--- src/rtl/rbps_pkg.sv ---
// ----------------------------------------------------------------------------
// rbps_pkg
// shared constants and types of the byte ring with pattern search
// ----------------------------------------------------------------------------
package rbps_pkg;

	localparam int DEPTH_DEF       = 64;
	localparam int MAX_PATTERN_DEF = 8;

	localparam int MODE_W = 2;
	localparam int BYTE_W = 8;
	localparam int LEN_W  = 4;

	typedef enum logic [MODE_W-1:0] {
		MODE_APPEND = 2'd0,
		MODE_SEARCH = 2'd1,
		MODE_EMPTY  = 2'd2
	} mode_t;

endpackage

--- src/rtl/ring_buffer_pattern_search.sv ---
// ----------------------------------------------------------------------------
// ring_buffer_pattern_search
// byte ring of the last DEPTH bytes with first-occurrence pattern search
// ----------------------------------------------------------------------------
// One command beat enters on the s_ side and one result beat leaves on the
// m_ side for each command. A command appends a byte, searches the held
// bytes (oldest to newest) for a pattern of up to MAX_PATTERN bytes, or
// empties the ring. Every result carries found, the slot of the match start
// and the fill count after the command.
// Append, empty and the unused mode go from the accept to the deliver state,
// which raises m_tvalid once the output register is free. A search reads one
// held byte per cycle from the ring memory into a window register and compares
// the window against the whole pattern in one compare unit; a search that
// cannot match (empty pattern, pattern longer than the contents) goes straight
// to the deliver state. s_tready is high only while no command is in progress,
// so a new command is taken only after the last has left the deliver state.
// A result waits in the output register while m_tready is low; the next
// command is accepted meanwhile and its result is held until the output frees.
// Reset empties the ring at once; no clearing pass is needed.
// ----------------------------------------------------------------------------
module ring_buffer_pattern_search #(
	parameter int DEPTH       = rbps_pkg::DEPTH_DEF,
	parameter int MAX_PATTERN = rbps_pkg::MAX_PATTERN_DEF,
	localparam int AW         = (DEPTH > 1) ? $clog2(DEPTH) : 1,
	localparam int CW         = $clog2(DEPTH + 1),
	localparam int PW         = rbps_pkg::BYTE_W * MAX_PATTERN,
	localparam int IN_W       = rbps_pkg::MODE_W + rbps_pkg::BYTE_W + PW + rbps_pkg::LEN_W,
	localparam int IN_DW      = 8 * ((IN_W + 7) / 8),
	localparam int OUT_W      = 1 + AW + CW,
	localparam int OUT_DW     = 8 * ((OUT_W + 7) / 8)
) (
	input  logic              clk,
	input  logic              arst_n,
	input  logic              s_tvalid,
	output logic              s_tready,
	input  logic [IN_DW-1:0]  s_tdata,  // mode, data_byte, pattern, pattern_length
	output logic              m_tvalid,
	input  logic              m_tready,
	output logic [OUT_DW-1:0] m_tdata   // found, match_slot, fill_count
);

	localparam int LW    = $clog2(MAX_PATTERN + 1);
	localparam int CMP_W = (CW > rbps_pkg::LEN_W) ? CW : rbps_pkg::LEN_W;
	localparam int BW    = rbps_pkg::BYTE_W;

	typedef enum logic [2:0] {
		ST_IDLE    = 3'b001,
		ST_SEARCH  = 3'b010,
		ST_DELIVER = 3'b100
	} state_t;

	state_t state_q;

	logic [BW-1:0] mem_q [DEPTH];

	logic [AW-1:0] oldest_q, newest_q;
	logic          vacant_q;
	logic [CW-1:0] fill_q;

	logic [AW-1:0]          rd_ptr_q, start_ptr_q;
	logic [CW-1:0]          rd_cnt_q, wcnt_q;
	logic [LW-1:0]          len_q;
	logic [PW-1:0]          pat_q, window_q;
	logic [MAX_PATTERN-1:0] mask_q;
	logic [BW-1:0]          rd_data_s1;
	logic                   rd_vld_s1;

	logic          res_found_q;
	logic [AW-1:0] res_slot_q;

	logic          m_tvalid_q, m_found_q;
	logic [AW-1:0] m_slot_q;
	logic [CW-1:0] m_fill_q;

	rbps_pkg::mode_t             in_mode;
	logic [BW-1:0]               in_byte;
	logic [PW-1:0]               in_pattern;
	logic [rbps_pkg::LEN_W-1:0]  in_len;
	logic [LW-1:0]               len_c, off_c;
	logic                        accept;
	logic                        no_match_c;
	logic [MAX_PATTERN-1:0]      byte_eq;
	logic                        match;
	logic                        win_full;
	logic                        issue;
	logic                        deliver;
	logic [AW-1:0]               newest_nx, oldest_nx;

	assign in_mode    = rbps_pkg::mode_t'(s_tdata[rbps_pkg::MODE_W-1:0]);
	assign in_byte    = s_tdata[rbps_pkg::MODE_W +: BW];
	assign in_pattern = s_tdata[rbps_pkg::MODE_W + BW +: PW];
	assign in_len     = s_tdata[rbps_pkg::MODE_W + BW + PW +: rbps_pkg::LEN_W];

	assign s_tready = (state_q == ST_IDLE);
	assign accept   = s_tvalid && s_tready;

	assign len_c = (in_len > rbps_pkg::LEN_W'(MAX_PATTERN)) ? LW'(MAX_PATTERN)
	                                                          : LW'(in_len);
	assign off_c = LW'(MAX_PATTERN) - len_c;
	assign no_match_c = (len_c == '0) || (CMP_W'(len_c) > CMP_W'(fill_q));

	assign newest_nx = (newest_q == AW'(DEPTH - 1)) ? '0 : newest_q + 1'b1;
	assign oldest_nx = (oldest_q == AW'(DEPTH - 1)) ? '0 : oldest_q + 1'b1;

	// pattern compare against the window, newest byte on top
	always_comb begin
		for (int j = 0; j < MAX_PATTERN; j++) begin
			byte_eq[j] = !mask_q[j] || (window_q[BW*j +: BW] == pat_q[BW*j +: BW]);
		end
	end
	assign match    = &byte_eq;
	assign win_full = CMP_W'(wcnt_q) >= CMP_W'(len_q);
	assign issue    = (state_q == ST_SEARCH) && (rd_cnt_q < fill_q);
	assign deliver  = (state_q == ST_DELIVER) && (!m_tvalid_q || m_tready);

	// ring memory
	always_ff @(posedge clk) begin
		if (accept && in_mode == rbps_pkg::MODE_APPEND) begin
			mem_q[vacant_q ? oldest_q : newest_nx] <= in_byte;
		end
		rd_data_s1 <= mem_q[rd_ptr_q];
	end

	// search datapath registers
	always_ff @(posedge clk) begin
		if (accept) begin
			pat_q  <= in_pattern << (BW * off_c);
			mask_q <= {MAX_PATTERN{1'b1}} << off_c;
			len_q  <= len_c;
		end
		if (state_q == ST_SEARCH && rd_vld_s1) begin
			window_q <= {rd_data_s1, window_q[PW-1:BW]};
		end
	end

	always_ff @(posedge clk or negedge arst_n) begin
		if (!arst_n) begin
			state_q     <= ST_IDLE;
			oldest_q    <= '0;
			newest_q    <= '0;
			vacant_q    <= 1'b1;
			fill_q      <= '0;
			rd_ptr_q    <= '0;
			start_ptr_q <= '0;
			rd_cnt_q    <= '0;
			wcnt_q      <= '0;
			rd_vld_s1   <= 1'b0;
			res_found_q <= 1'b0;
			res_slot_q  <= '0;
			m_tvalid_q  <= 1'b0;
			m_found_q   <= 1'b0;
			m_slot_q    <= '0;
			m_fill_q    <= '0;
		end else begin
			if (deliver) begin
				m_tvalid_q <= 1'b1;
			end else if (m_tready) begin
				m_tvalid_q <= 1'b0;
			end
			rd_vld_s1 <= issue;
			unique case (state_q)
				ST_IDLE: begin
					if (accept) begin
						res_found_q <= 1'b0;
						res_slot_q  <= '0;
						state_q     <= (in_mode == rbps_pkg::MODE_SEARCH && !no_match_c)
						               ? ST_SEARCH : ST_DELIVER;
						case (in_mode)
							rbps_pkg::MODE_APPEND: begin
								if (vacant_q) begin
									newest_q <= oldest_q;
									vacant_q <= 1'b0;
									fill_q   <= CW'(1);
								end else begin
									newest_q <= newest_nx;
									if (newest_nx == oldest_q) begin
										oldest_q <= oldest_nx;
									end else begin
										fill_q <= fill_q + 1'b1;
									end
								end
							end
							rbps_pkg::MODE_SEARCH: begin
								rd_ptr_q    <= oldest_q;
								start_ptr_q <= oldest_q;
								rd_cnt_q    <= '0;
								wcnt_q      <= '0;
							end
							rbps_pkg::MODE_EMPTY: begin
								vacant_q <= 1'b1;
								fill_q   <= '0;
							end
							default: begin
							end
						endcase
					end
				end
				ST_SEARCH: begin
					if (issue) begin
						rd_ptr_q <= (rd_ptr_q == AW'(DEPTH - 1)) ? '0 : rd_ptr_q + 1'b1;
						rd_cnt_q <= rd_cnt_q + 1'b1;
					end
					if (rd_vld_s1) begin
						wcnt_q <= wcnt_q + 1'b1;
						if (win_full) begin
							start_ptr_q <= (start_ptr_q == AW'(DEPTH - 1)) ? '0
							                                               : start_ptr_q + 1'b1;
						end
					end
					if (win_full && match) begin
						res_found_q <= 1'b1;
						res_slot_q  <= start_ptr_q;
						state_q     <= ST_DELIVER;
					end else if (wcnt_q == fill_q) begin
						state_q <= ST_DELIVER;
					end
				end
				ST_DELIVER: begin
					if (deliver) begin
						m_found_q  <= res_found_q;
						m_slot_q   <= res_slot_q;
						m_fill_q   <= fill_q;
						state_q    <= ST_IDLE;
					end
				end
				default: begin
					state_q <= ST_IDLE;
				end
			endcase
		end
	end

	assign m_tvalid = m_tvalid_q;
	assign m_tdata  = OUT_DW'({m_fill_q, m_slot_q, m_found_q});

	a_fill_tracks_vacant: assert property (@(posedge clk) disable iff (!arst_n)
		vacant_q == (fill_q == '0))
		else $error("fill count disagrees with vacant flag");

	a_fill_bounded: assert property (@(posedge clk) disable iff (!arst_n)
		CMP_W'(fill_q) <= CMP_W'(DEPTH))
		else $error("fill count above depth");

	a_found_needs_data: assert property (@(posedge clk) disable iff (!arst_n)
		(state_q == ST_DELIVER && res_found_q) |-> CMP_W'(fill_q) >= CMP_W'(len_q))
		else $error("match reported with fewer bytes than the pattern");

	a_reads_bounded: assert property (@(posedge clk) disable iff (!arst_n)
		(state_q == ST_SEARCH) |-> (rd_cnt_q <= fill_q && wcnt_q <= rd_cnt_q))
		else $error("search read more bytes than held");

endmodule

--- config.mk ---
export PLATFORM = sky130hd
export DESIGN_NAME = ring_buffer_pattern_search
export DESIGN_NICKNAME = d
export VERILOG_FILES = /design/src/rtl/rbps_pkg.sv /design/src/rtl/ring_buffer_pattern_search.sv
export SDC_FILE = /design/constraint.sdc
export NUM_CORES = 1
export LEC_CHECK = 0
export BUFFER_PORTS_ARGS = -buffer_cell sky130_fd_sc_hd__clkbuf_2
export CAP_MARGIN = 20
export CORE_MARGIN = 1
export CORE_UTILIZATION = 30
export DETAILED_ROUTE_END_ITERATION = 12
export PLACE_DENSITY_LB_ADDON = 0.25
export SETUP_SLACK_MARGIN = 0.1
export SLEW_MARGIN = 15
export SYNTH_ARGS = -nofsm -noshare
export SYNTH_HDL_FRONTEND = slang
export SYNTH_SLANG_ARGS = --single-unit
--- constraint.sdc ---
create_clock -name clk -period 2.8 [get_ports clk]
set_input_delay 0.56 -clock clk [delete_from_list [all_inputs] [get_ports clk]]
set_output_delay 0.56 -clock clk [all_outputs]
set_load 0.01 [all_outputs]
Yosys cells after proc, flatten, opt, wreduce, memory -nomap -nowiden
Memories as Yosys holds them, arrays and structs flattened. A register that Yosys moved wholly into a read port is not among the register bits.
Cells that the tools add are included.

cells by class
  shift-type cells = 2
  magnitude comparators = 4
  $add $sub $neg = 8
  multiply operators = 0
  multiplexer cells = 39
  eq/ne operators = 28
  reductions and logical operators = 43
  divide/modulo/power cells = 0
  bitwise gates (word level) = 1

operator list
  kind                                                                number
  6-bit 2-to-1 mux                                                    12
  8-bit == test                                                       8
  64-bit by 7-bit left shift with 64-bit output                       1
  7-bit 2-to-1 mux                                                    6
  7-bit one-hot mux with 2 select lines                               3
  6-bit one-hot mux with 2 select lines                               3
  6-bit by 1-bit adder with 6-bit output (second input constant)      4
  6-bit == test (second input constant)                               4
  7-bit by 1-bit adder with 7-bit output (second input constant)      3
  3-bit 2-to-1 mux                                                    5
  3-bit AND reduction                                                 4
  4-bit AND reduction                                                 3
  1-bit zero test                                                     10
  1-bit logical OR                                                    10
  5-bit AND reduction                                                 2
  3-bit one-hot mux with 3 select lines                               1
  2-bit inequality test (second input constant)                       4
  8-bit AND reduction                                                 1
  8-bit by 4-bit left shift with 8-bit output (first input constant)  1
  7-bit == test                                                       1
  7-bit by 4-bit >= comparator with 1-bit output                      1
  4-bit by 7-bit > comparator with 1-bit output                       1
  1-bit logical AND                                                   7
  7-bit < comparator                                                  1
  19 further kinds                                                    29

word-level totals
  latch bits = 0
  memory bits (writable) = 512
  output and inout port bits = 18
  bits in registers = 212
  ROM bits = 0
  memories = 1

memory list
  name   depth  bits a word  read ports  clocked after Yosys merged registers in  wr ports  RTL line                          source
  mem_q  64     8            1           1                                        1         ring_buffer_pattern_search.sv:54  logic [BW-1:0] mem_q [DEPTH];

Logic depth before layout (Yosys ltp)
  depth in word-level cells = 9
  gate-level depth with buffers = 12
  mapped depth without buffers = 10

Worst setup path after synthesis
OpenSTA, ideal clock, no wires.

  path type = flip-flop to flip-flop
  start = register state_q[0]
  end = register oldest_q[5]
  slack = -0.471 ns
  setup time = 0.133 ns
  buffers on the path = 0
  arrival time = 3.139 ns
  stages on the path, launching flop included = 7
  path through = dfstp_2 > nor3b_1 > nand2_1 > inv_1 > nand3_1 > o21ai_0 > o41ai_2

on the way
  longest elaborated chain between the ends = 3

RTL lines
  item                                      RTL line                           source
  start: declaration                        ring_buffer_pattern_search.sv:52   state_t state_q;
  start signal: assignment                  ring_buffer_pattern_search.sv:166  state_q <= (in_mode == rbps_pkg::MODE_SEARCH && !no_match_c)
  3-bit by 1-bit == test with 1-bit output  ring_buffer_pattern_search.sv:94   assign s_tready = (state_q == ST_IDLE);
  via s_tready                              ring_buffer_pattern_search.sv:35   output logic s_tready,
  1-bit logical AND                         ring_buffer_pattern_search.sv:95   assign accept = s_tvalid && s_tready;
  via accept                                ring_buffer_pattern_search.sv:80   logic accept;
  5-bit AND reduction (no source line)      --
  end signal: assignment                    ring_buffer_pattern_search.sv:177  oldest_q <= oldest_nx;
  end: declaration                          ring_buffer_pattern_search.sv:56   logic [AW-1:0] oldest_q, newest_q;

The timed path passes the listed nets, and every way through them passes these cells.
A chain may end at the register's enable or synchronous reset.

Worst setup path in the final report
  start = register state_q[0]
  end = memory mem_q[2][3] (netlist bit) (enable)

on the way
  longest elaborated chain between the ends = 5

RTL lines
  item                                      RTL line                           source
  3-bit by 1-bit == test with 1-bit output  ring_buffer_pattern_search.sv:94
  1-bit logical AND                         ring_buffer_pattern_search.sv:95
  1-bit logical AND                         ring_buffer_pattern_search.sv:118  if (accept && in_mode == rbps_pkg::MODE_APPEND) begin
  1-bit 2-to-1 mux                          ring_buffer_pattern_search.sv:118
  1-bit 2-to-1 mux                          ring_buffer_pattern_search.sv:119  mem_q[vacant_q ? oldest_q : newest_nx] <= in_byte;
  end: declaration                          ring_buffer_pattern_search.sv:54

Every way passes these cells.

==> flow_summary.yaml <==
logic_synthesis:
  ys_ff_latch: 732
  ys_seq_area_share_pct: 70.4
  ys_types: 54
  synth_edf_count: 652
  async_reset_ff_share_pct: 9.84
  ys.flop_type: "edfxtp_1"
  syn_area_per_cell_um2: 17.1
  synth_cells: 1792
  syn_area_um2: 30600
  yosysWarnings: 0
power_and_ir_drop:
  power_density_nw_per_um2: 765
  p_leak_uw: 0.0124
  max-vdd-ir-drop_mv: 0.403
  power_uw: 28000
sta:
  setup_tns_ns: 0
  finalMaxSlewViolations: 0
  slew-limit-headroom_pct: 28.3
  finalHoldViolCount: 0
  period_share_pct: 93.8
  tightestPinTransition_ns: 1.08
  period_needed_ns: 2.63
  rsz0062_at_grt: "no"
  skew_ns: 0.0226
  max_freq_mhz: 381
  setup-violations-final: 0
route:
  drtIter0Drc: 1566
  post-route-drc-count: 0
  wire_per_inst_um: 21.3
  via_count: 16800
  vias_per_cell: 4.82
  first_pass_iters: 6
  antenna_left: 0
  wirelength_mm: 74.0
placement:
  post-place-cells: 3332
  post-dp-hpwl_mm: 49.7
  gp_congestion: 0.800
  portBuffers: 97
clocking:
  cts_tree: "done"
  clkTransAtPathRegs_ns: 0.06
  post_cts_buffers: 0
  clock_latency_ns: 0.63
  htree_num_levels: 3
  cts_buffers: 78
  cts_buffer_depth: 3
  holdBufCountCts: 0
  ctsRootBufferMaster: "clkbuf_16"
  cts_sinks: 732
final_layout:
  fin_cells: 3475
  antenna_cells: 0
  nNetsFinal: 2163
  area_growth_pct: 19.6
  layout-drive-gt1-share_pct: 27.8
global_route:
  grt_pass1_vias: 17200
  grt_pass1_wl_mm: 111
  grt_usage_pct: 14.5
  grt_max_degree: 79
  antenna_found_initial: 1
  grt-ovfl-total: 0
setup_path:
  crit_type: "register to register"
  arrival_ns: 2.95
  crit_required_ns: 3.12
  cp-end-kind: "register"
  startpoint_type: "register"
  path_max_fanout: 8
floorplanning:
  io_pins: 102
  die-area_um2: 103000
  floorplan.initialDensity_pct: 30.4
  die_h_um: 321
  die_w_um: 321
  rows: 116
  core_area_um2: 101000
status:
  outcome: "complete, no violations"
worst_hold_path:
  min_path_type: "input pin to asynchronous set/reset pin"
job:
  max_cap_viol_count: 0
repair_timing:
item	in CTS	in global routing
resized for setup	1	7
setup endpoints to repair	206	328
pin swaps	0	1
path summary, 6_finish.rpt:
| kind | start | endpoint | slack (ns) | cells past startpoint |
|---|---|---|---|---|
| max in group asynchronous | arst_n | rd_ptr_q[0] | 1.98 | 1 |
| min in group clk | m_tready | m_tvalid | 0.25 | 3 |
| min | arst_n | rd_cnt_q[1] | 0.08 | 1 |
| max | state_q[0] | mem_q[2][3] | 0.17 | 9 |
| min reg2reg | window_q[33] | window_q[25] | 0.46 | 0 |
| max reg2reg | state_q[0] | mem_q[2][3] | 0.17 | 9 |
placed cells by master, fill, tap and decap left out, types with 25 or more instances in the layout:
| master | netlist | layout |
|---|---|---|
| a21oi_1 | 34 | 34 |
| buf_12 | 0 | 25 |
| buf_4 | 8 | 148 |
| clkbuf_16 | 0 | 80 |
| clkbuf_2 | 0 | 96 |
| dfrtp_1 | 70 | 67 |
| edfxtp_1 | 652 | 652 |
| inv_1 | 34 | 32 |
| mux2i_1 | 49 | 49 |
| mux4_2 | 169 | 169 |
| nand2_1 | 150 | 148 |
| nand3_1 | 34 | 34 |
| nor2_1 | 125 | 123 |
| o21ai_0 | 67 | 67 |
| xnor2_1 | 72 | 72 |
Yosys cell counts (all sizes together) (17+ instances only):
master / instances / area share, %
edfxtp: 652 / 64
mux4: 169 / 12
nand2: 150 / 1.8
nor2: 125 / 1.5
xnor2: 72 / 2.1
dfrtp: 70 / 5.7
o21ai: 68 / 1.1
clkbuf: 58 / 0.72
mux2i: 49 / 1.6
a21oi: 34 / 0.56
inv: 34 / 0.42
nand3: 34 / 0.56
buf: 30 / 0.62
ha: 24 / 0.98
nand4: 23 / 0.47
a31oi: 19 / 0.39
mux2: 17 / 0.63
critical path, stage by stage (launching register included):
cell     delay, ns
dfstp_2       0.55
nor3b_2       0.21
nand2_1       0.15
or3_4         0.39
nor2b_1       0.17
buf_4         0.16
nand2_1       0.09
buf_12        0.17
nor2_1        0.22
buf_4         0.22
state kept, by name, summed over array words and instances, names as in the netlist, 3 cells and up:
name         count
mem_q          512
pat_q           64
window_q        64
mask_q           8
rd_data_s1       8
fill_q           7
m_fill_q         7
rd_cnt_q         7
wcnt_q           7
m_slot_q         6
newest_q         6
oldest_q         6
rd_ptr_q         6
res_slot_q       6
start_ptr_q      6
len_q            4
state_q          3
layout make-up:
class	instances	area, um2
tap	1357	1700
clock inverter	50	519
inverter	35	135
fill	9448	64000
timing repair buffer	270	2100
clock buffer	93	2050
multi-input combinational	938	8550
sequential	732	21600
metal layers:
metal | routed length (um) | vias to the layer above | GRT usage [%] | part of all wire, %
met3 | 3220 | 112 | 2.35 | 4.3
met5 | 11 | - | 0 | 0.015
met1 | 32500 | 8669 | 19.3 | 44
met4 | 1980 | 2 | 4.51 | 2.7
li1 | - | 7559 | - | -
met2 | 36300 | 420 | 24.1 | 49
stage by stage:
stage | worst slack [ns] | area, um2 | hold slack (ns) | utilization [%]
after global routing | 0.107 | 36600 | 0.144 | 36.4
after floorplan | 0.00953 | 30600 | 0.264 | -
after CTS | 0.104 | 36600 | 0.115 | 36.4
final | 0.175 | 36600 | 0.0848 | 36.4
after global placement | 0.0653 | 34000 | 0.454 | 33.8
after detailed placement | 0.0232 | 34000 | 0.457 | 33.8
power breakdown:
group          leakage, uW  total, uW  internal (uW)  switching [uW]
combinational      0.00426       4860           2350            2520
sequential         0.00693      12800          12400             343
clock              0.00125      10400           6160            4230
total               0.0124      28000          20900            7090
kinds of logic after synthesis:
kind of cell | synth area share, %
AND/OR/NAND/NOR | 5.81
flip-flops | 70.4
adder cells (fa/ha/maj) | 0.981
multiplexers | 14.7
AO/OA/AOI/OAI | 3.92
other | 0.0123
buffers and inverters | 1.77
XOR/XNOR | 2.43
Note: power is estimated with default switching activity, not from simulation.
